**src/rtl/core/tccs_pkg.sv**
```systemverilog
package tccs_pkg;

   // Field widths of the request and response transactions.
   localparam int OPCODE_W = 2;
   localparam int CHAR_W   = 8;
   localparam int POS_W    = 11;
   localparam int CELL_W   = 16;
   localparam int ATTR_W   = 8;

   // Configuration port widths.
   localparam int CSR_ADDR_W = 3;
   localparam int CSR_DATA_W = 32;

   // Opcodes.
   localparam logic [OPCODE_W-1:0] OP_PUT  = 2'd0;
   localparam logic [OPCODE_W-1:0] OP_SET  = 2'd1;
   localparam logic [OPCODE_W-1:0] OP_READ = 2'd2;

   // Register index of the attribute register.
   localparam logic [0:0] REG_TEXT_ATTRIBUTE = 1'b0;

   // Character and reset constants.
   localparam logic [CHAR_W-1:0] NEWLINE_CODE = 8'd10;
   localparam logic [ATTR_W-1:0] ATTR_RESET   = 8'h07;

   // Commands from the controller to the datapath.
   typedef struct packed {
      logic accept;
      logic exec_put;
      logic exec_read;
      logic div_start;
      logic scroll_begin;
      logic scroll_done;
      logic set_load;
      logic sweep_run;
      logic sweep_clear;
   } ctrl_type;

   // Status from the datapath to the controller.
   typedef struct packed {
      logic op_put;
      logic op_set;
      logic need_scroll;
      logic sweep_last;
      logic div_done;
   } status_type;

endpackage

```
**src/rtl/core/tccs_ctrl.sv**
```systemverilog
module tccs_ctrl (
   input  logic                 clock,
   input  logic                 reset,
   input  logic                 start,
   output logic                 busy,
   output logic                 rsp_strobe,
   input  tccs_pkg::status_type stat,
   output tccs_pkg::ctrl_type   ctrl
);

   localparam logic [2:0] ST_CLEAR   = 3'd0;
   localparam logic [2:0] ST_DRAINC  = 3'd1;
   localparam logic [2:0] ST_IDLE    = 3'd2;
   localparam logic [2:0] ST_EXEC    = 3'd3;
   localparam logic [2:0] ST_SCROLL  = 3'd4;
   localparam logic [2:0] ST_DRAINS  = 3'd5;
   localparam logic [2:0] ST_SETPOS  = 3'd6;
   localparam logic [2:0] ST_RESPOND = 3'd7;

   logic [2:0] state_ff, state_in;

   // Next state and commands.
   always_comb begin
      state_in   = state_ff;
      ctrl       = '0;
      busy       = 1'b1;
      rsp_strobe = 1'b0;
      unique case (state_ff)
         ST_CLEAR: begin
            ctrl.sweep_run   = 1'b1;
            ctrl.sweep_clear = 1'b1;
            if (stat.sweep_last) begin
               state_in = ST_DRAINC;
            end
         end
         ST_DRAINC: begin
            state_in = ST_IDLE;
         end
         ST_IDLE, ST_RESPOND: begin
            busy       = 1'b0;
            rsp_strobe = (state_ff == ST_RESPOND);
            if (start) begin
               ctrl.accept = 1'b1;
               state_in    = ST_EXEC;
            end else begin
               state_in = ST_IDLE;
            end
         end
         ST_EXEC: begin
            priority if (stat.op_put && stat.need_scroll) begin
               ctrl.scroll_begin = 1'b1;
               state_in          = ST_SCROLL;
            end else if (stat.op_put) begin
               ctrl.exec_put = 1'b1;
               state_in      = ST_RESPOND;
            end else if (stat.op_set) begin
               ctrl.div_start = 1'b1;
               state_in       = ST_SETPOS;
            end else begin
               ctrl.exec_read = 1'b1;
               state_in       = ST_RESPOND;
            end
         end
         ST_SCROLL: begin
            ctrl.sweep_run = 1'b1;
            if (stat.sweep_last) begin
               state_in = ST_DRAINS;
            end
         end
         ST_DRAINS: begin
            ctrl.scroll_done = 1'b1;
            state_in         = ST_EXEC;
         end
         ST_SETPOS: begin
            if (stat.div_done) begin
               ctrl.set_load = 1'b1;
               state_in      = ST_RESPOND;
            end
         end
         default: begin
            state_in = ST_CLEAR;
         end
      endcase
   end

   always_ff @(posedge clock) begin
      if (reset) begin
         state_ff <= ST_CLEAR;
      end else begin
         state_ff <= state_in;
      end
   end

endmodule

```
**config.mk**
```make
export PLATFORM = sky130hd
export DESIGN_NAME = tccs_ctrl
export DESIGN_NICKNAME = d
export VERILOG_FILES = /design/src/rtl/core/tccs_pkg.sv /design/src/rtl/core/tccs_ctrl.sv
export SDC_FILE = /design/constraint.sdc
export NUM_CORES = 1
export LEC_CHECK = 0
export ABC_CLOCK_PERIOD_IN_PS = 3000
export BUFFER_PORTS_ARGS = -buffer_cell sky130_fd_sc_hd__buf_4
export CAP_MARGIN = 5
export CORE_AREA = 4 4 41 43
export CTS_BUF_LIST = sky130_fd_sc_hd__clkbuf_2
export CTS_CLUSTER_DIAMETER = 60
export DETAILED_ROUTE_END_ITERATION = 8
export DIE_AREA = 0 0 45 47
export SLEW_MARGIN = 25
export SYNTH_ARGS = -nofsm -noshare
export SYNTH_HDL_FRONTEND = slang
export SYNTH_SLANG_ARGS = --single-unit
```
**constraint.sdc**
```tcl
create_clock -name clock -period 3 [get_ports clock]
set_input_delay 0.6 -clock clock [delete_from_list [all_inputs] [get_ports clock]]
set_output_delay 0.6 -clock clock [all_outputs]
set_load 0.03 [all_outputs]
```
==> results by group, run 1 <==
Outcome
  – Status: complete, no violations

Finish
  – Share of post-route cells with drive strength above 1: 45.3%
  – Antenna diodes: 0
  – Biggest register: state_ff
  – Post-route cell area: 402 sq um
  – Final Util: 30.9%
  – Area Overhead vs Synth: 62.9%
  – Nets: 62
  – Largest regs: state_ff (3)
  – Max reg flops: 3

Timing
  – Worst-Margin Slew: between 0.2 and 0.3 ns
  – Tcrit/Tclk final: 65.7%
  – Setup TNS: 0 ns
  – Final-report hold violation count: 0
  – Final slew viol count: 0
  – Post-Route Skew: 0.00613 ns
  – Worst rel slew slack: 80.9%
  – Hold slack: 0.571 ns
  – RSZ-0062 raised after global routing: no
  – Final Setup Violations: 0
  – Max Freq: between 500 and 600 MHz
  – Period minus WS final: approximately 2 ns

Placed design
  – Port Buffers: 18
  – Placed instance area: 382 sq um
  – DP HPWL: 536 um
  – Final GP Congestion: 0.615

Floorplanning
  – Die ar.: 0.00212 sq mm
  – IO Pins: 19
  – Starting Density: 18.9%
  – Die H: ~47 um
  – Core Area: 0.00130 sq mm
  – Die extent in x: 45 um
  – Row Count: 13

Yosys
  – Yosys reg bits: 3
  – Syn avg cell area: 7.47 sq um
  – Post-Synthesis Cells: 33
  – Main combinational cell family by area after synthesis: simple AND/OR/NAND/NOR gates
  – Sequential area share after synthesis: roughly a quarter
  – Post-synth cell types: 18
  – Mux share of post-synthesis cell area: 4.06%
  – Yosys warning total: 0
  – Post-synthesis compound-gate area fraction: about an eighth
  – Mapped Area: approximately 250 sq um
  – Synth Area in Adders: 0%
  – Xor/xnor share of the synthesized area: 0%
  – Simple logic cell fraction of the synthesized area: approximately 46%
  – Synth Net Count: 41

GRT
  – Total GRT Usage: between 7 and 8%
  – First-pass GRT wire length: 1070 um
  – Number of global-route vias before repair: around 260
  – Gr ovfl total: 0
  – Initial antenna violation count: 0
  – Largest net degree at the start of global routing: 11

CTS
  – Htree depth: 1
  – Resize count post-CTS: 0
  – Clock Pin Slew Worst Setup and Hold Paths: 0.05 ns
  – Root Driver: clkbuf_2
  – Hold buffers post-CTS: 0
  – Clock Latency Late Sink: around 0.20 ns
  – CTS tree: built
  – Clock buffer depth: 2
  – Post-CTS setup buffer count: 0
  – Num CTS Buffers: 3
  – CTS sink cnt: 3

Pwr
  – Leak pwr: slightly above 0.2 nW
  – Power density over cell area: 457 mW/mm^2
  – Peak supply drop: about 220 uV
  – Design Power: 0.000184 W

Setup path
  – Slowest-stage cell, CP: dfxtp_1
  – Crit path required time: 2.40 ns
  – Crit path max fanout: 10
  – Cells along the critical path: nand3b_1 > nor3_1 > buf_4
  – CP arrival: 1.37 ns
  – Critical path's top delay family: flip-flops
  – Worst Path Buf+Inv: 1
  – Critical path class: register to output port
  – Crit path largest cell delay: 0.48 ns
  – Setup crit end kind: output port
  – Critical Path Start Type: register

Route
  – Initial DRT Pass Iterations: 2
  – Routed met2 length: 262 um
  – Iter 0 DRT Violations: 1
  – Wire per inst: around 10 um
  – Antenna Nets Post-Route: 0
  – # DRC: 0
  – Wire length on met1: 327 um
  – Vias per Instance: 4.25
  – Length of routed met3 wiring: 88 um
  – Vias post-DR: 289
  – Total Routed Length: 679 um
  – Max layer used: met3

Flow run
  – Maxcap violations: 0

Worst hold path
  – Hold Crit Class: input pin to register
[layout make-up]
class	instances	area, sq um
flip-flops and latches	3	60.1
clock buffers	4	20.0
fillers	155	900
multi-input cells	24	153
well taps	15	18.8
inverters	4	15.0
repair buffers	18	135
[where the power goes]
| group | switching, W | internal (W) |
|---|---|---|
| clock network | 0.0000218 | 0.0000352 |
| registers | 0.0000103 | 0.0000448 |
| logic | 0.0000405 | 0.0000309 |
[placed cells by master, fill, tap and decap left out]
| master | count |
|---|---|
| nor3b_1 | 2 |
| inv_1 | 4 |
| a21o_1 | 1 |
| or2b_1 | 1 |
| nand2b_1 | 1 |
| mux2i_1 | 1 |
| and3_4 | 1 |
| buf_4 | 18 |
| nand3b_1 | 1 |
| nor4_2 | 1 |
| dfxtp_1 | 3 |
| a21oi_1 | 2 |
| nand3_1 | 1 |
| clkbuf_2 | 4 |
| nor3_1 | 6 |
| nor2_1 | 3 |
| nand2_1 | 2 |
| o2111a_1 | 1 |
[cells in the mapped netlist]
master / n / area [sq um]
a21o_1: 1 / 7.51
a21oi_1: 2 / 10.0
and3_4: 1 / 11.3
buf_4: 1 / 7.51
buf_6: 1 / 11.3
dfxtp_1: 3 / 60.1
inv_1: 4 / 15.0
mux2i_1: 1 / 10.0
nand2_1: 2 / 7.51
nand2b_1: 1 / 6.26
nand3_1: 1 / 5.00
nand3b_1: 1 / 7.51
nor2_1: 3 / 11.3
nor3_1: 6 / 30.0
nor3b_1: 2 / 15.0
nor4_2: 1 / 12.5
o2111a_1: 1 / 11.3
or2b_1: 1 / 7.51
[final timing paths]
kind	from	end	slack, ns	cells after the start
setup / recovery	state_ff[1]$_SDFFE_PP0P_	ctrl[4]	1.03	3
hold reg to reg	state_ff[2]$_SDFFE_PP0P_	state_ff[2]$_SDFFE_PP0P_	0.59	2
hold / removal	reset	state_ff[2]$_SDFFE_PP0P_	0.57	2
setup reg to reg	state_ff[1]$_SDFFE_PP0P_	state_ff[1]$_SDFFE_PP0P_	1.85	3
[cell families (layout without fill, tap and decap cells)]
group                  after synthesis  after routing
AO/OA/AOI/OAI                        4              4
buffers and inverters                6             26
multiplexers                         1              1
AND/OR/NAND/NOR                     19             19
flip-flops                           3              3
[through the flow]
step | setup WS, ns | std cells
after floorplan | 1.01 | 33
after global placement | 1.23 | 64
after detailed placement | 1.22 | 64
after CTS | 0.996 | 68
after global routing | 0.864 | 68
final | 1.03 | 68
[per-layer routing]
layer	track usage, %	vias to the layer above
met3	4.98	0
met2	9.89	16
met1	8.84	120
met5	0	-
met4	1.75	0
li1	-	153
Power figures use the tool's default switching activity.
==> inputs of run 2 (changes only) <==
- ABC_CLOCK_PERIOD_IN_PS: 3000 -> 1600
- clock period: 3 -> 1.6 ns (I/O delays scaled with it)
==> results by group, run 2 (synthesis results as in run 1) <==
Outcome
  – Status: complete, no violations

Setup path
  – Critical path class: register to output port
  – Slowest-stage cell, CP: dfxtp_4
  – Critical path's top delay family: simple AND/OR/NAND/NOR gates
  – Setup crit end kind: output port
  – Cells along the critical path: nand3b_1 > nor3_1 > buf_4
  – Crit path max fanout: 5 (-5)
  – Crit path required time: 1.28 ns (-1.12 ns)
  – Critical Path Start Type: register
  – Worst Path Buf+Inv: 1 (unchanged)
  – Crit path largest cell delay: 0.34 ns (-0.14 ns)
  – CP arrival: 1.20 ns (-0.17 ns)

Route
  – Antenna Nets Post-Route: 0 (unchanged)
  – Total Routed Length: 695 um (+2.4%)
  – Vias post-DR: 311 (+7.6%)
  – Iter 0 DRT Violations: 8 (+7)
  – # DRC: 0 (unchanged)
  – Wire per inst: 9.93 um (-0.57%)
  – Vias per Instance: 4.44 (+4.5%)
  – Initial DRT Pass Iterations: 3 (+1)

Placed design
  – Final GP Congestion: 0.640 (+4.1%)
  – DP HPWL: 563 um (+5.0%)
  – Port Buffers: 18 (unchanged)
  – Placed instance area: 402 sq um (+5.2%)

Pwr
  – Switching fraction of total power: 38.8% (-0.73 points)
  – Comb pwr share: 42.8% (+3.9 points)
  – Net Sw Power: 0.000137 W (+89%)
  – Leak pwr: 0.215 nW (+7.0%)
  – Sequential Power Share: 27.6% (-2.4 points)
  – Clock network power share: 29.6% (-1.5 points)
  – Design Power: 0.000352 W (+92%)
  – Power density over cell area: 807 mW/mm^2 (+77%)
  – Int Power: 0.000216 W (+94%)
  – Peak supply drop: 456 uV (+110%)

Timing
  – Final Setup Violations: 0 (unchanged)
  – Period minus WS final: 1.52 ns
  – Hold slack: 0.289 ns (-0.283 ns)
  – Tcrit/Tclk final: a little over nine tenths
  – RSZ-0062 raised after global routing: yes
  – Post-Route Skew: 0.00302 ns (-0.00311 ns)
  – Worst-Margin Slew: 0.231 ns (-0.0549 ns)
  – Max Freq: between 600 and 700 MHz
  – Worst rel slew slack: 84.5% (+3.6 points)
  – Final slew viol count: 0 (unchanged)
  – Final-report hold violation count: 0 (unchanged)

GRT
  – Gr ovfl total: 0 (unchanged)
  – Number of global-route vias before repair: 291 (+11%)
  – Initial antenna violation count: 0 (unchanged)
  – First-pass GRT wire length: 1200 um (+12%)
  – Total GRT Usage: 8.52% (+1.4 points)
  – Largest net degree at the start of global routing: 11 (unchanged)

Finish
  – Most common cell after layout, fill and taps aside: buf_4
  – Max reg flops: 3 (unchanged)
  – Commonest cells after routing, fill and taps aside: buf_4, nor3_1, inv_1, clkbuf_2
  – Share of post-route cells with drive strength above 1: 56.4% (+11 points)
  – Nets: 64 (+3.2%)
  – Post-route cell area: 437 sq um (+8.7%)
  – Area Overhead vs Synth: 77.2%
  – Biggest register: state_ff
  – Largest regs: state_ff (3)
  – Antenna diodes: 0 (unchanged)

CTS
  – CTS sink cnt: 3 (unchanged)
  – Clock buffer depth: 2 (unchanged)
  – Hold buffers post-CTS: 0 (unchanged)
  – Num CTS Buffers: 3 (unchanged)
  – Clock Latency Late Sink: 0.20 ns (about the same)
  – CTS tree: built
  – Root Driver: clkbuf_2
  – Htree depth: 1 (unchanged)
  – Clock Pin Slew Worst Setup and Hold Paths: 0.04 ns (about the same)

Floorplanning
  – Core Area: 0.00130 sq mm (unchanged)
  – Starting Density: 18.9% (unchanged)
  – Die H: 47 um (unchanged)
  – Die ar.: 0.00212 sq mm (unchanged)
  – Row Count: 13 (unchanged)
  – IO Pins: 19 (unchanged)
  – Die extent in x: 45 um (unchanged)

Flow run
  – Maxcap violations: 0 (unchanged)

Worst hold path
  – Hold Crit Class: input pin to register
## run 2: cell count changes in the layout (fill, tap and decap cells not counted), sizes merged
cell / change
buf: +2
## run 2: metrics by stage
| stage | setup TNS [ns] | util, % | instances | setup WS (ns) |
|---|---|---|---|---|
| after global routing | -0.155 | 33.6 | 70 | -0.0455 |
| final | 0 | 33.6 | 70 | 0.0818 |
| after floorplan | -0.00788 | - | 33 | -0.00394 |
| after CTS | -0.00992 | 32.5 | 69 | -0.00992 |
| after detailed placement | 0 | 30.9 | 65 | 0.163 |
| after global placement | 0 | 30.9 | 65 | 0.206 |
## run 2: per-layer routing
layer	GRT usage [%]	routed length, um	vias up
met4	5.26	0	0
met1	8.84	292	135
li1	-	-	158
met3	8.05	96	0
met2	11.0	306	18
met5	0	0	-
## run 2: worst paths after layout
check	startpoint	to	slack, ns	cells past startpoint
setup / recovery	state_ff[2]$_SDFFE_PP0P_	ctrl[6]	0.08	3
hold / removal	reset	state_ff[0]$_SDFFE_PP0P_	0.29	2
setup reg to reg	state_ff[1]$_SDFFE_PP0P_	state_ff[0]$_SDFFE_PP0P_	0.54	4
hold reg to reg	state_ff[2]$_SDFFE_PP0P_	state_ff[2]$_SDFFE_PP0P_	0.53	2
## run 2: area by class of cell
class	instances	area, sq um
clock buffers	4	20.0
fillers	164	865
inverters	4	15.0
multi-input cells	24	165
flip-flops and latches	3	67.6
well taps	15	18.8
repair buffers	20	150
## run 2: power groups by stage
stage               combinational (W)  clock, W  sequential, W
floorplan                    0.000109         0      0.0000894
finish                       0.000151  0.000104      0.0000974
global route                 0.000162  0.000127      0.0000989
CTS                          0.000149  0.000111      0.0000988
global placement             0.000148         0      0.0000982
detailed placement           0.000148         0      0.0000992
## run 2: timing repair
item                                    in CTS  in global routing
gates resized for setup                      1                  3
buffers inserted                             0                  1
gates cloned                                 0                  0
endpoints found under the setup margin       5                  6
==> inputs of run 3 (changes only) <==
- CELL_PAD_IN_SITES_DETAIL_PLACEMENT: default -> 1
- CELL_PAD_IN_SITES_GLOBAL_PLACEMENT: default -> 1
- PLACE_DENSITY_LB_ADDON: default -> 0.1
- SETUP_SLACK_MARGIN: default -> 0.1
==> results by group, run 3 (synthesis results as in run 1) <==
GRT
  – Largest net degree at the start of global routing: 10 (-1)
  – Total GRT Usage: 10.3% (+1.8 points)
  – First-pass GRT wire length: 1570 um (+31%)
  – Initial antenna violation count: 0 (unchanged)
  – Number of global-route vias before repair: 326 (+12%)
  – Gr ovfl total: 0 (unchanged)

Timing
  – Tcrit/Tclk final: 99.9% (+5.0 points)
  – Final slew viol count: 0 (unchanged)
  – Max Freq: 626 MHz (-5.0%)
  – RSZ-0062 raised after global routing: yes
  – Final-report hold violation count: 0 (unchanged)
  – Worst-Margin Slew: 0.274 ns (+0.0431 ns)
  – Post-Route Skew: 0.00105 ns (-0.00197 ns)
  – Worst rel slew slack: 81.7% (-2.9 points)
  – Final Setup Violations: 0 (unchanged)
  – Setup TNS: 0 ns (unchanged)
  – Worst setup margin: 0.00134 ns (-0.0805 ns)
  – Period minus WS final: 1.60 ns (+0.0805 ns)

Setup path
  – Cells along the critical path: buf_4 > buf_6 > or2b_1 > nand3_2 > nor2_2 > buf_6
  – Worst Path Buf+Inv: 3 (+2)
  – Setup crit end kind: output port
  – Crit path largest cell delay: 0.33 ns (about the same)
  – Critical Path Start Type: register
  – CP arrival: 1.28 ns (+0.08 ns)
  – Critical path's top delay family: buffers and inverters
  – Crit path required time: 1.28 ns (about the same)
  – Slowest-stage cell, CP: dfxtp_4
  – Crit path max fanout: 7 (+2)
  – Cell mode on critical path: buf_6
  – Critical path class: register to output port

Finish
  – Nets: 67 (+4.7%)
  – Antenna diodes: 0 (unchanged)
  – Area Overhead vs Synth: 98.0%
  – Most common cell after layout, fill and taps aside: buf_4
  – Largest regs: state_ff (3)
  – Filler Cell Count: 173 (+5.5%)
  – Biggest register: state_ff
  – Area taken by multi-input logic gates: 183 sq um (+11%)
  – Share of post-route cells with drive strength above 1: 65.5% (+9.2 points)
  – Final Instance Count excl. Fillers: 73 (+4.3%)
  – Max reg flops: 3 (unchanged)
  – Commonest cells after routing, fill and taps aside: buf_4, inv_1, nor3_1, clkbuf_2, buf_6
  – Reg area: 67.6 sq um (unchanged)

CTS
  – Clock Pin Slew Worst Setup and Hold Paths: 0.04 ns (about the same)
  – Root Driver: clkbuf_2
  – Num CTS Buffers: 3 (unchanged)
  – CTS tree: built
  – Clock buffer depth: 2 (unchanged)
  – Htree depth: 1 (unchanged)
  – Hold buffers post-CTS: 0 (unchanged)
  – Clock Latency Late Sink: 0.20 ns (about the same)
  – CTS sink cnt: 3 (unchanged)

Floorplanning
  – Die H: 47 um (unchanged)
  – Row Count: 13 (unchanged)
  – Core Area: 0.00130 sq mm (unchanged)
  – Die ar.: 0.00212 sq mm (unchanged)
  – Die extent in x: 45 um (unchanged)
  – Starting Density: 18.9% (unchanged)
  – IO Pins: 19 (unchanged)

Placed design
  – Final GP Congestion: 0.751 (+17%)
  – Placed Cells: 66 (+1.5%)
  – Port Buffers: 18 (unchanged)
  – Pre-CTS setup slack: 0.218 ns (+0.0551 ns)
  – DP HPWL: 669 um (+19%)

Route
  – Iter 0 DRT Violations: 1 (-7)
  – Initial DRT Pass Iterations: 2 (-1)
  – Wire per inst: 12.3 um (+24%)
  – Total Routed Length: 897 um (+29%)
  – Antenna Nets Post-Route: 0 (unchanged)
  – # DRC: 0 (unchanged)
  – Vias per Instance: 4.44 (-0.10%)
  – Vias post-DR: 324 (+4.2%)

Flow run
  – Maxcap violations: 0 (unchanged)

Pwr
  – Leak pwr: 0.238 nW (+11%)
  – Power density over cell area: 766 mW/mm^2 (-5.2%)
  – Peak supply drop: 238 uV (-48%)

Worst hold path
  – Hold Crit Class: input pin to register

Outcome
  – Status: complete, no violations
-- run 3: cell count changes in the layout (fill, tap and decap cells not counted), sizes merged --
cell  before  now
buf       20   23
-- run 3: repair_timing --
action,in CTS,in global routing
endpoints found under the setup margin,6,7
hold endpoints to repair,0,0
gates resized for setup,6,4
pin swaps,4,2
buffers inserted,2,1
-- run 3: cell type report --
| type | instances | share of cell area (%) |
|---|---|---|
| Timing Repair Buffer | 23 | 37.7 |
| Multi-Input combinational cell | 24 | 37.4 |
| Sequential cell | 3 | 13.8 |
| Clock buffer | 4 | 4.10 |
| Tap cell | 15 | 3.85 |
| Inverter | 4 | 3.08 |
-- run 3: worst reg2reg max path, delay by kind of cell (launching register included) --
kind	cells	cell delay (ns)
simple gates	2	0.36
flops	1	0.33
compound gates	1	0.18
buf+inv	2	0.25
-- run 3: per-stage QoR --
step                      hold slack (ns)  power (W)  cell area, sq um  util [%]
after global placement              0.523   0.000257               414      31.8
after detailed placement            0.519   0.000256               414      31.8
after global routing                0.290   0.000406               488      37.5
final                               0.304   0.000374               488      37.5
after floorplan                     0.389   0.000200               264         -
after CTS                           0.293   0.000374               468      36.0
-- run 3: routing by layer --
layer / wire, um / vias up / global-route usage, %
met1: 383 / 149 / 13.3
li1: - / 167 / -
met5: 0 / - / 0
met4: 4 / 0 / 1.75
met2: 463 / 6 / 16.1
met3: 46 / 2 / 4.60
-- run 3: path summary, 6_finish.rpt --
path / end / cells after the start / slack [ns] / startpoint
worst min register to register: state_ff[1]$_SDFFE_PP0P_ / 2 / 0.59 / state_ff[0]$_SDFFE_PP0P_
worst max-delay path: ctrl[8] / 6 / 0.001 / state_ff[2]$_SDFFE_PP0P_
worst min-delay path: state_ff[2]$_SDFFE_PP0P_ / 2 / 0.30 / reset
worst max register to register: state_ff[0]$_SDFFE_PP0P_ / 5 / 0.39 / state_ff[2]$_SDFFE_PP0P_
-- run 3: report_power, final --
group / internal (W) / switching [W] / total, W
Combinational: 0.0000777 / 0.0000989 / 0.000177
Sequential: 0.0000848 / 0.00000875 / 0.0000936
Clock: 0.0000660 / 0.0000375 / 0.000103
